### config.mk
export PLATFORM = sky130hd
export DESIGN_NAME = trigger_toggle_latch_debounce_unit_flat
export DESIGN_NICKNAME = d
export VERILOG_FILES = /design/src/sv/ttld_pkg.sv /design/src/sv/ttld_if.sv /design/src/sv/trigger_toggle_latch_debounce_unit.sv /design/src/sv/ttld_core.sv /design/src/flat_wrapper.sv
export SDC_FILE = /design/constraint.sdc
export NUM_CORES = 1
export LEC_CHECK = 0
export BUFFER_PORTS_ARGS = -buffer_cell sky130_fd_sc_hd__buf_2
export CORE_MARGIN = 3
export CORE_UTILIZATION = 44
export DETAILED_ROUTE_END_ITERATION = 16
export HOLD_SLACK_MARGIN = 0.15
export PLACE_DENSITY = 0.73
export REMOVE_ABC_BUFFERS = 1
export SETUP_SLACK_MARGIN = 0.1
export SKIP_LAST_GASP = 1
export SLEW_MARGIN = 20
export SYNTH_ARGS = -nofsm -noshare
export SYNTH_HDL_FRONTEND = slang
export SYNTH_SLANG_ARGS = --single-unit
### constraint.sdc
create_clock -name clk -period 4.6 [get_ports clk]
set_input_delay 0.46 -clock clk [delete_from_list [all_inputs] [get_ports clk]]
set_output_delay 0.46 -clock clk [all_outputs]
set_load 0.05 [all_outputs]
### src/sv/ttld_pkg.sv
`timescale 1ns / 1ps
// ----------------------------------------------------------------------------
// Trigger toggle latch package
// Shared codes, reset values and payload types for the trigger latch block.
// ----------------------------------------------------------------------------
package ttld_pkg;

  // Opcodes of a request; the fourth code is unused and changes nothing
  localparam logic [1:0] OP_CMD   = 2'd0;
  localparam logic [1:0] OP_SYNC  = 2'd1;
  localparam logic [1:0] OP_RESET = 2'd2;

  // Gripper states
  localparam logic [1:0] ST_OPEN  = 2'd0;
  localparam logic [1:0] ST_CLOSE = 2'd1;
  localparam logic [1:0] ST_HOLD  = 2'd2;
  localparam logic [1:0] ST_FAULT = 2'd3;

  // Configuration register indexes
  localparam logic [1:0] REG_ANALOG_MODE = 2'd0;
  localparam logic [1:0] REG_OPEN_LEVEL  = 2'd1;
  localparam logic [1:0] REG_CLOSE_LEVEL = 2'd2;
  localparam logic [1:0] REG_DEBOUNCE_NS = 2'd3;

  // Q2.14 levels
  localparam logic [14:0]        ONE_Q14      = 15'd16384;
  localparam logic [14:0]        HALF_Q14     = 15'd8192;
  localparam logic signed [15:0] ONE_Q14_S    = 16'sd16384;

  // Configuration reset values
  localparam logic        RST_ANALOG_MODE = 1'b0;
  localparam logic [14:0] RST_OPEN_LEVEL  = 15'd4096;
  localparam logic [14:0] RST_CLOSE_LEVEL = 15'd12288;
  localparam logic [31:0] RST_DEBOUNCE_NS = 32'd200000000;

  typedef struct packed {
    logic        analog_mode;
    logic [14:0] open_level;
    logic [14:0] close_level;
    logic [31:0] debounce_ns;
  } cfg_t;

  typedef struct packed {
    logic [1:0]        opcode;
    logic signed [15:0] command_level;
    logic [63:0]       time_ns;
    logic [1:0]        given_state;
  } item_t;

endpackage

### src/sv/ttld_if.sv
`timescale 1ns / 1ps
// ----------------------------------------------------------------------------
// Trigger toggle latch channels
// Valid/ready channels for requests and results.
// ----------------------------------------------------------------------------
interface ttld_req_if;
  logic               valid;
  logic               ready;
  logic [1:0]         opcode;
  logic signed [15:0] command_level;
  logic [63:0]        time_ns;
  logic [1:0]         given_state;

  modport source (
    output valid, opcode, command_level, time_ns, given_state,
    input  ready
  );
  modport sink (
    input  valid, opcode, command_level, time_ns, given_state,
    output ready
  );
endinterface

interface ttld_res_if;
  logic       valid;
  logic       ready;
  logic [1:0] gripper_state;

  modport source (
    output valid, gripper_state,
    input  ready
  );
  modport sink (
    input  valid, gripper_state,
    output ready
  );
endinterface

### src/sv/trigger_toggle_latch_debounce_unit.sv
`timescale 1ns / 1ps
// ----------------------------------------------------------------------------
// Trigger toggle latch with debounce
// Turns a Q2.14 trigger level into a gripper open/close state, in analog
// threshold mode or in toggle mode with a rearm latch and a debounce time.
// ----------------------------------------------------------------------------
//
//  Channel | Role   | Payload                                        | Per request
//  --------+--------+------------------------------------------------+------------
//  req     | sink   | opcode, command_level, time_ns, given_state    | one in
//  res     | source | gripper_state                                  | one out
//  cfg     | write  | cfg_we, cfg_index, cfg_data (32 bits)          | -
//
//  One request per cycle sustained while results are taken; an accepted
//  request passes the input register, then the result register, before
//  its result shows.
//  The critical path is the 64-bit elapsed-time subtract and compare against
//  debounce_ns, plus the next-state selection.
//  Reset (rst, synchronous) clears the channel valid bits, the latch state
//  and loads the configuration defaults.
//  A stalled result holds in its register; the input register still takes a
//  new request when the result is taken in the same cycle.
//
module trigger_toggle_latch_debounce_unit import ttld_pkg::*; (
  input  logic        clk,
  input  logic        rst,
  input  logic        cfg_we,
  input  logic [1:0]  cfg_index,
  input  logic [31:0] cfg_data,
  ttld_req_if.sink    req,
  ttld_res_if.source  res
);

  cfg_t       cfg;
  item_t      item_q;
  logic       item_valid;
  logic       res_valid;
  logic [1:0] res_state;
  logic       advance;
  logic [1:0] state_next;
  logic [1:0] held_state;

  // Configuration registers: the user must write them only while idle; the block does not enforce it
  always_ff @(posedge clk) begin
    if (rst) begin
      cfg.analog_mode <= RST_ANALOG_MODE;
      cfg.open_level  <= RST_OPEN_LEVEL;
      cfg.close_level <= RST_CLOSE_LEVEL;
      cfg.debounce_ns <= RST_DEBOUNCE_NS;
    end else if (cfg_we) begin
      case (cfg_index)
        REG_ANALOG_MODE: cfg.analog_mode <= cfg_data[0];
        REG_OPEN_LEVEL:  cfg.open_level  <= cfg_data[14:0];
        REG_CLOSE_LEVEL: cfg.close_level <= cfg_data[14:0];
        REG_DEBOUNCE_NS: cfg.debounce_ns <= cfg_data;
        default: begin
        end
      endcase
    end
  end

  // Advance the held request into the result register when that is free or being taken
  assign advance   = item_valid && (!res_valid || res.ready);
  assign req.ready = !item_valid || advance;

  // Input register: capture a request whenever the slot is free or draining
  always_ff @(posedge clk) begin
    if (rst) begin
      item_valid <= 1'b0;
    end else if (req.ready) begin
      item_valid <= req.valid;
    end
  end

  always_ff @(posedge clk) begin
    if (req.ready && req.valid) begin
      item_q.opcode        <= req.opcode;
      item_q.command_level <= req.command_level;
      item_q.time_ns       <= req.time_ns;
      item_q.given_state   <= req.given_state;
    end
  end

  // State update and next-state logic
  ttld_core u_core (
    .clk        (clk),
    .rst        (rst),
    .cfg        (cfg),
    .fire       (advance),
    .item       (item_q),
    .state_next (state_next),
    .held_state (held_state)
  );

  // Result register: hold while stalled, drop once taken
  always_ff @(posedge clk) begin
    if (rst) begin
      res_valid <= 1'b0;
    end else if (advance) begin
      res_valid <= 1'b1;
    end else if (res.ready) begin
      res_valid <= 1'b0;
    end
  end

  always_ff @(posedge clk) begin
    if (advance) begin
      res_state <= state_next;
    end
  end

  assign res.valid         = res_valid;
  assign res.gripper_state = res_state;

  // A reset request loads the given state, whatever its code
  assert property (@(posedge clk) disable iff (rst)
    advance && item_q.opcode == OP_RESET |=> res_state == $past(item_q.given_state))
    else $error("reset request did not load the given state");

  // Analog mode only ever yields open or close for a command
  assert property (@(posedge clk) disable iff (rst)
    advance && item_q.opcode == OP_CMD && cfg.analog_mode
      |=> res_state == ST_OPEN || res_state == ST_CLOSE)
    else $error("analog command produced a state other than open or close");

  // A sync carrying fault leaves the held state alone
  assert property (@(posedge clk) disable iff (rst)
    advance && item_q.opcode == OP_SYNC && item_q.given_state == ST_FAULT
      |=> held_state == $past(held_state) && res_state == held_state)
    else $error("fault sync changed the held state");

  // The shown result always matches the held state once issued
  assert property (@(posedge clk) disable iff (rst)
    advance |=> res_state == held_state)
    else $error("result register and held state disagree");

endmodule

### src/sv/ttld_core.sv
`timescale 1ns / 1ps
// ----------------------------------------------------------------------------
// Trigger toggle latch core
// Holds the gripper state, press latch and toggle time; computes the next
// state for one request.
// ----------------------------------------------------------------------------
module ttld_core import ttld_pkg::*; (
  input  logic       clk,
  input  logic       rst,
  input  cfg_t       cfg,
  input  logic       fire,
  input  item_t      item,
  output logic [1:0] state_next,
  output logic [1:0] held_state
);

  logic        trigger_latched;
  logic        trigger_latched_next;
  logic [63:0] last_toggle_ns;
  logic [63:0] last_toggle_ns_next;
  logic        toggle_seen;
  logic        toggle_seen_next;

  logic [14:0] cmd;
  logic [15:0] cmd_x2;
  logic [15:0] level_sum;
  logic        rearm;
  logic [63:0] elapsed;
  logic        debounce_ok;

  // Clamp the level to 0..1.0
  assign cmd = item.command_level[15]          ? '0 :
               (item.command_level > ONE_Q14_S) ? ONE_Q14 :
               item.command_level[14:0];

  // Rearm at or below min(midpoint, close), midpoint kept exact
  assign cmd_x2    = {cmd, 1'b0};
  assign level_sum = {1'b0, cfg.open_level} + {1'b0, cfg.close_level};
  assign rearm     = (cmd_x2 <= level_sum) && (cmd <= cfg.close_level);

  assign elapsed     = item.time_ns - last_toggle_ns;
  assign debounce_ok = !toggle_seen || (elapsed >= {32'd0, cfg.debounce_ns});

  always_comb begin
    state_next           = held_state;
    trigger_latched_next = trigger_latched;
    last_toggle_ns_next  = last_toggle_ns;
    toggle_seen_next     = toggle_seen;
    case (item.opcode)
      OP_CMD: begin
        if (cfg.analog_mode) begin
          state_next = (cmd >= HALF_Q14) ? ST_CLOSE : ST_OPEN;
        end else begin
          trigger_latched_next = trigger_latched && !rearm;
          if (cmd >= cfg.close_level && !trigger_latched_next) begin
            if (debounce_ok) begin
              state_next          = (held_state == ST_CLOSE || held_state == ST_HOLD) ?
                                    ST_OPEN : ST_CLOSE;
              last_toggle_ns_next = item.time_ns;
              toggle_seen_next    = 1'b1;
            end
            trigger_latched_next = 1'b1;
          end
        end
      end
      OP_SYNC: begin
        if (item.given_state != ST_FAULT) begin
          state_next = (item.given_state == ST_CLOSE || item.given_state == ST_HOLD) ?
                       ST_CLOSE : ST_OPEN;
        end
      end
      OP_RESET: begin
        state_next           = item.given_state;
        trigger_latched_next = 1'b0;
        last_toggle_ns_next  = '0;
        toggle_seen_next     = 1'b0;
      end
      default: begin
      end
    endcase
  end

  always_ff @(posedge clk) begin
    if (rst) begin
      held_state      <= ST_OPEN;
      trigger_latched <= 1'b0;
      last_toggle_ns  <= '0;
      toggle_seen     <= 1'b0;
    end else if (fire) begin
      held_state      <= state_next;
      trigger_latched <= trigger_latched_next;
      last_toggle_ns  <= last_toggle_ns_next;
      toggle_seen     <= toggle_seen_next;
    end
  end

endmodule

### src/flat_wrapper.sv
// flat-port wrapper written by rule: the top's interface ports become plain ports
module trigger_toggle_latch_debounce_unit_flat import ttld_pkg::*;
  (clk, rst, cfg_we, cfg_index, cfg_data, req_valid, req_opcode, req_command_level, req_time_ns, req_given_state, req_ready, res_valid, res_gripper_state, res_ready);
  ttld_req_if req_i ();
  ttld_res_if res_i ();
  input  logic clk;
  input  logic rst;
  input  logic cfg_we;
  input  logic [1:0] cfg_index;
  input  logic [31:0] cfg_data;
  input wire logic [$bits(req_i.valid)-1:0] req_valid;
  input wire logic [$bits(req_i.opcode)-1:0] req_opcode;
  input wire logic [$bits(req_i.command_level)-1:0] req_command_level;
  input wire logic [$bits(req_i.time_ns)-1:0] req_time_ns;
  input wire logic [$bits(req_i.given_state)-1:0] req_given_state;
  output wire logic [$bits(req_i.ready)-1:0] req_ready;
  output wire logic [$bits(res_i.valid)-1:0] res_valid;
  output wire logic [$bits(res_i.gripper_state)-1:0] res_gripper_state;
  input wire logic [$bits(res_i.ready)-1:0] res_ready;
  assign req_i.valid = req_valid;
  assign req_i.opcode = req_opcode;
  assign req_i.command_level = req_command_level;
  assign req_i.time_ns = req_time_ns;
  assign req_i.given_state = req_given_state;
  assign req_ready = req_i.ready;
  assign res_valid = res_i.valid;
  assign res_gripper_state = res_i.gripper_state;
  assign res_i.ready = res_ready;
  trigger_toggle_latch_debounce_unit u_core (.clk(clk), .rst(rst), .cfg_we(cfg_we), .cfg_index(cfg_index), .cfg_data(cfg_data), .req(req_i), .res(res_i));
endmodule
==> run metrics <==
WL met2=around 20000 microns; main area contributors after synthesis=dfxtp_1 18%, edfxtp_1 18%, ha_1 12%; Cell Pwr Density=approximately 270 mW/mm^2; Post-Syn Area=roughly 0.014 sq mm; first drt pass iteration count=8; drt total wl=44600 microns; vias=14000; pre-CTS setup slack=-594 ps; post-DR wirelength/cell=17.5 microns; vias in the first global route=between 10000 and 15000; Detailed Place HPWL=between 30000 and 40000 microns; Setup Skew=~13 ps; cell taking the most area after synthesis=dfxtp_1; layout cells sized above 1=20.8%; Slew HR=a little over two fifths; slew of the pin with the lowest slew margin=847 ps; cell count after synthesis=1734; TritonCTS sink count=between 200 and 250; Most used DFF post-synth=dfxtp_1; average cell area after synthesis=8.35 sq um; wl on met1=just over 20000 microns; Min Clock Period, post-route=approximately 5000 ps; synth-to-layout area growth=31.7%; Synth async-reset ratio=0%; outcome=complete, but fails checks; largest net degree at the start of global routing=72; r2r setup slk=-350 ps; static leakage=7.93 nW; drt initial violations=between 1000 and 1500; post-synthesis sequential area ratio=between 30 and 40%; max frequency=202 MHz; number of fill cells in the layout=2738; Yosys reg bits=219; Final Hold Fails=0; Reg clk slew, reported paths=approximately 60 ps; CTS tree=built; top cells by count, synth=231 x nand2_1, 198 x inv_1, 170 x a21oi_1; Top Layer Used=met4; cts bufs inserted=24; Max IR drop VDD=0.000295 V; Layout Nets=~2400; clk_lat worst skew=about 540 ps; Root Driver=clkbuf_16; drt drc=0; Worst Setup Start Kind=flop; endpoint type of the worst setup path=flop; share of the synthesized area in the top cell type=about 18%; htree depth=1; n_diodes=0; Routed Antenna Nets=0; endpoints failing setup=69; most common cell in the synthesized netlist=nand2_1; deepest clock path buffer count=3; DR vias/cell=between 5 and 6; die area=approximately 0.035 sq mm; Die H=around 190 microns; Core Area=0.0320 sq mm; I/O Buffers=126; Crit Path Class=reg2reg; distinct cell type count after synthesis=slightly above 80; EDFF count, synth=86; initial antenna violation count=0; final worst slack=-352 ps; first-pass GRT wire length=between 60000 and 70000 microns; max_cap viols=0; die width=~190 microns; Ports=approximately 130; GR Util All Layers=24.2%; final instance area=0.0191 sq mm; Routability Congestion=roughly 0.96; Period Utilization, post-route=108%; placement-stage cell area=~0.017 sq mm; Worst Path Arrival=5370 ps; Row Count=65; starting density of the core=45.3%; grt ovf=0; worst hold path type=in2reg; metal3 WL=~2700 microns; Crit path required time=between 5000 and 6000 ps; RSZ-0062 raised after global routing=true; Slew Limit Fails=0; yosys warns=0; maximum fanout along the worst path=4; failing checks=negative setup slack
[worst max-delay path: stages (launching register included)]
cell and delay [ps]:
edfxtp_1 430, ha_4 250, buf_4 150, a221oi_4 330, a2111oi_4 130, buf_4 160, o211ai_1 290, buf_4 180
buf_4 100, buf_4 90, buf_4 90, buf_4 90, buf_4 90, nand3_1 210, a2111oi_1 480, nor4_1 160
or4_4 610, or2_4 290, o211ai_4 210, buf_6 190, buf_12 120, clkbuf_16 140, o22ai_1 70
[worst paths after layout]
check	start	end	cells after the start
min reg2reg	u_core.cfg[18]	u_core.cfg[18]	2
max	u_core.item_q[6]	u_core.u_core.last_toggle_ns[45]	22
max reg2reg	u_core.item_q[6]	u_core.u_core.last_toggle_ns[45]	22
min	cfg_data[18]	u_core.cfg[18]	3
[stage by stage]
step | setup TNS (ps) | utilization [%] | total power, W | std cells | hold slack (ps)
after global routing | -38340 | 59.7 | 0.00549 | 2546 | 175
after CTS | -14350 | 58.9 | 0.00525 | 2541 | 154
after global placement | -19420 | 51.7 | 0.00317 | 2371 | 444
final | -20220 | 59.7 | 0.00524 | 2546 | 177
after detailed placement | -38470 | 51.7 | 0.00320 | 2371 | 450
after floorplan | -119310 | - | 0.00279 | 1656 | 430
[routing by layer]
metal | vias to the layer above | track usage, %
met5 | - | 0
met4 | 0 | 7.47
met3 | 99 | 3.73
met2 | 403 | 39.7
met1 | 6565 | 33.0
li1 | 6952 | -
[cells by family after synthesis]
group | share of synthesized area (%)
simple gates | 17.8
compound gates | 22.4
buf+inv | 7.60
flops | 36.2
fa+ha+maj | 12.5
xor+xnor | 2.78
mux | 0.717
[final cells by class]
type / instances / area [sq um] / area share [%]
clock buffers: 32 / 693 / 3.63
clock inverters: 12 / 106 / 0.558
inverters: 198 / 743 / 3.90
multi-input cells: 1239 / 8520 / 44.7
flip-flops and latches: 219 / 5250 / 27.5
well taps: 435 / 544 / 2.85
repair buffers: 411 / 3220 / 16.9
[state kept, by name, indices dropped and copies added, names as in the netlist]
name,flops
u_core.u_core.last_toggle_ns,64
u_core.u_core.held_state,2
u_core.u_core.toggle_seen,1
u_core.cfg,63
u_core.res.gripper_state,2
u_core.item_q,84
u_core.u_core.trigger_latched,1
u_core.item_valid,1
u_core.res.valid,1
[timing repair]
action                                  CTS  global route
endpoints found under the setup margin   69            69
endpoints found under the hold margin    94             0
hold buffers                             94             0
pin swaps                                15            14
setup buffers                            28             3
cloned                                    5             2
gates resized for setup                  40            31
[layout by cell type, fill, tap and decap left out, types with 6 or more instances in the layout]
cell / netlist / final
buf_4: 0 / 177
or2_2: 7 / 6
nor2_1: 90 / 86
o21ai_1: 6 / 12
clkbuf_16: 0 / 28
dfxtp_1: 133 / 132
or3_1: 7 / 7
a211oi_2: 3 / 6
a211oi_1: 13 / 10
and3_1: 10 / 10
buf_2: 15 / 126
dlygate4sd3_1: 0 / 94
o21a_1: 23 / 23
nand3b_1: 6 / 6
nor3_1: 20 / 18
a21oi_1: 170 / 165
nand2b_1: 7 / 7
ha_1: 141 / 131
and4_1: 8 / 8
and2_1: 19 / 18
inv_1: 198 / 197
o31ai_1: 7 / 6
nor2b_1: 13 / 12
o22ai_1: 68 / 59
a21o_1: 32 / 32
xnor2_1: 24 / 24
mux2i_1: 7 / 7
nand4_1: 47 / 47
a31oi_1: 12 / 12
o21ai_0: 72 / 66
nand2_1: 231 / 229
a211o_1: 14 / 14
nand3_1: 34 / 33
o211ai_1: 13 / 13
edfxtp_1: 86 / 86
ha_4: 0 / 10
xor2_1: 22 / 21
nor4_1: 19 / 17
o21bai_1: 9 / 9
[report_power, final]
| group | internal (W) | leakage, nW | total (W) | switching, W |
|---|---|---|---|---|
| Combinational | 0.000517 | 5.62 | 0.00116 | 0.000645 |
| Sequential | 0.00210 | 1.92 | 0.00214 | 0.0000459 |
| Clock | 0.00113 | 0.397 | 0.00194 | 0.000814 |
(Power assumes the default switching activity.)
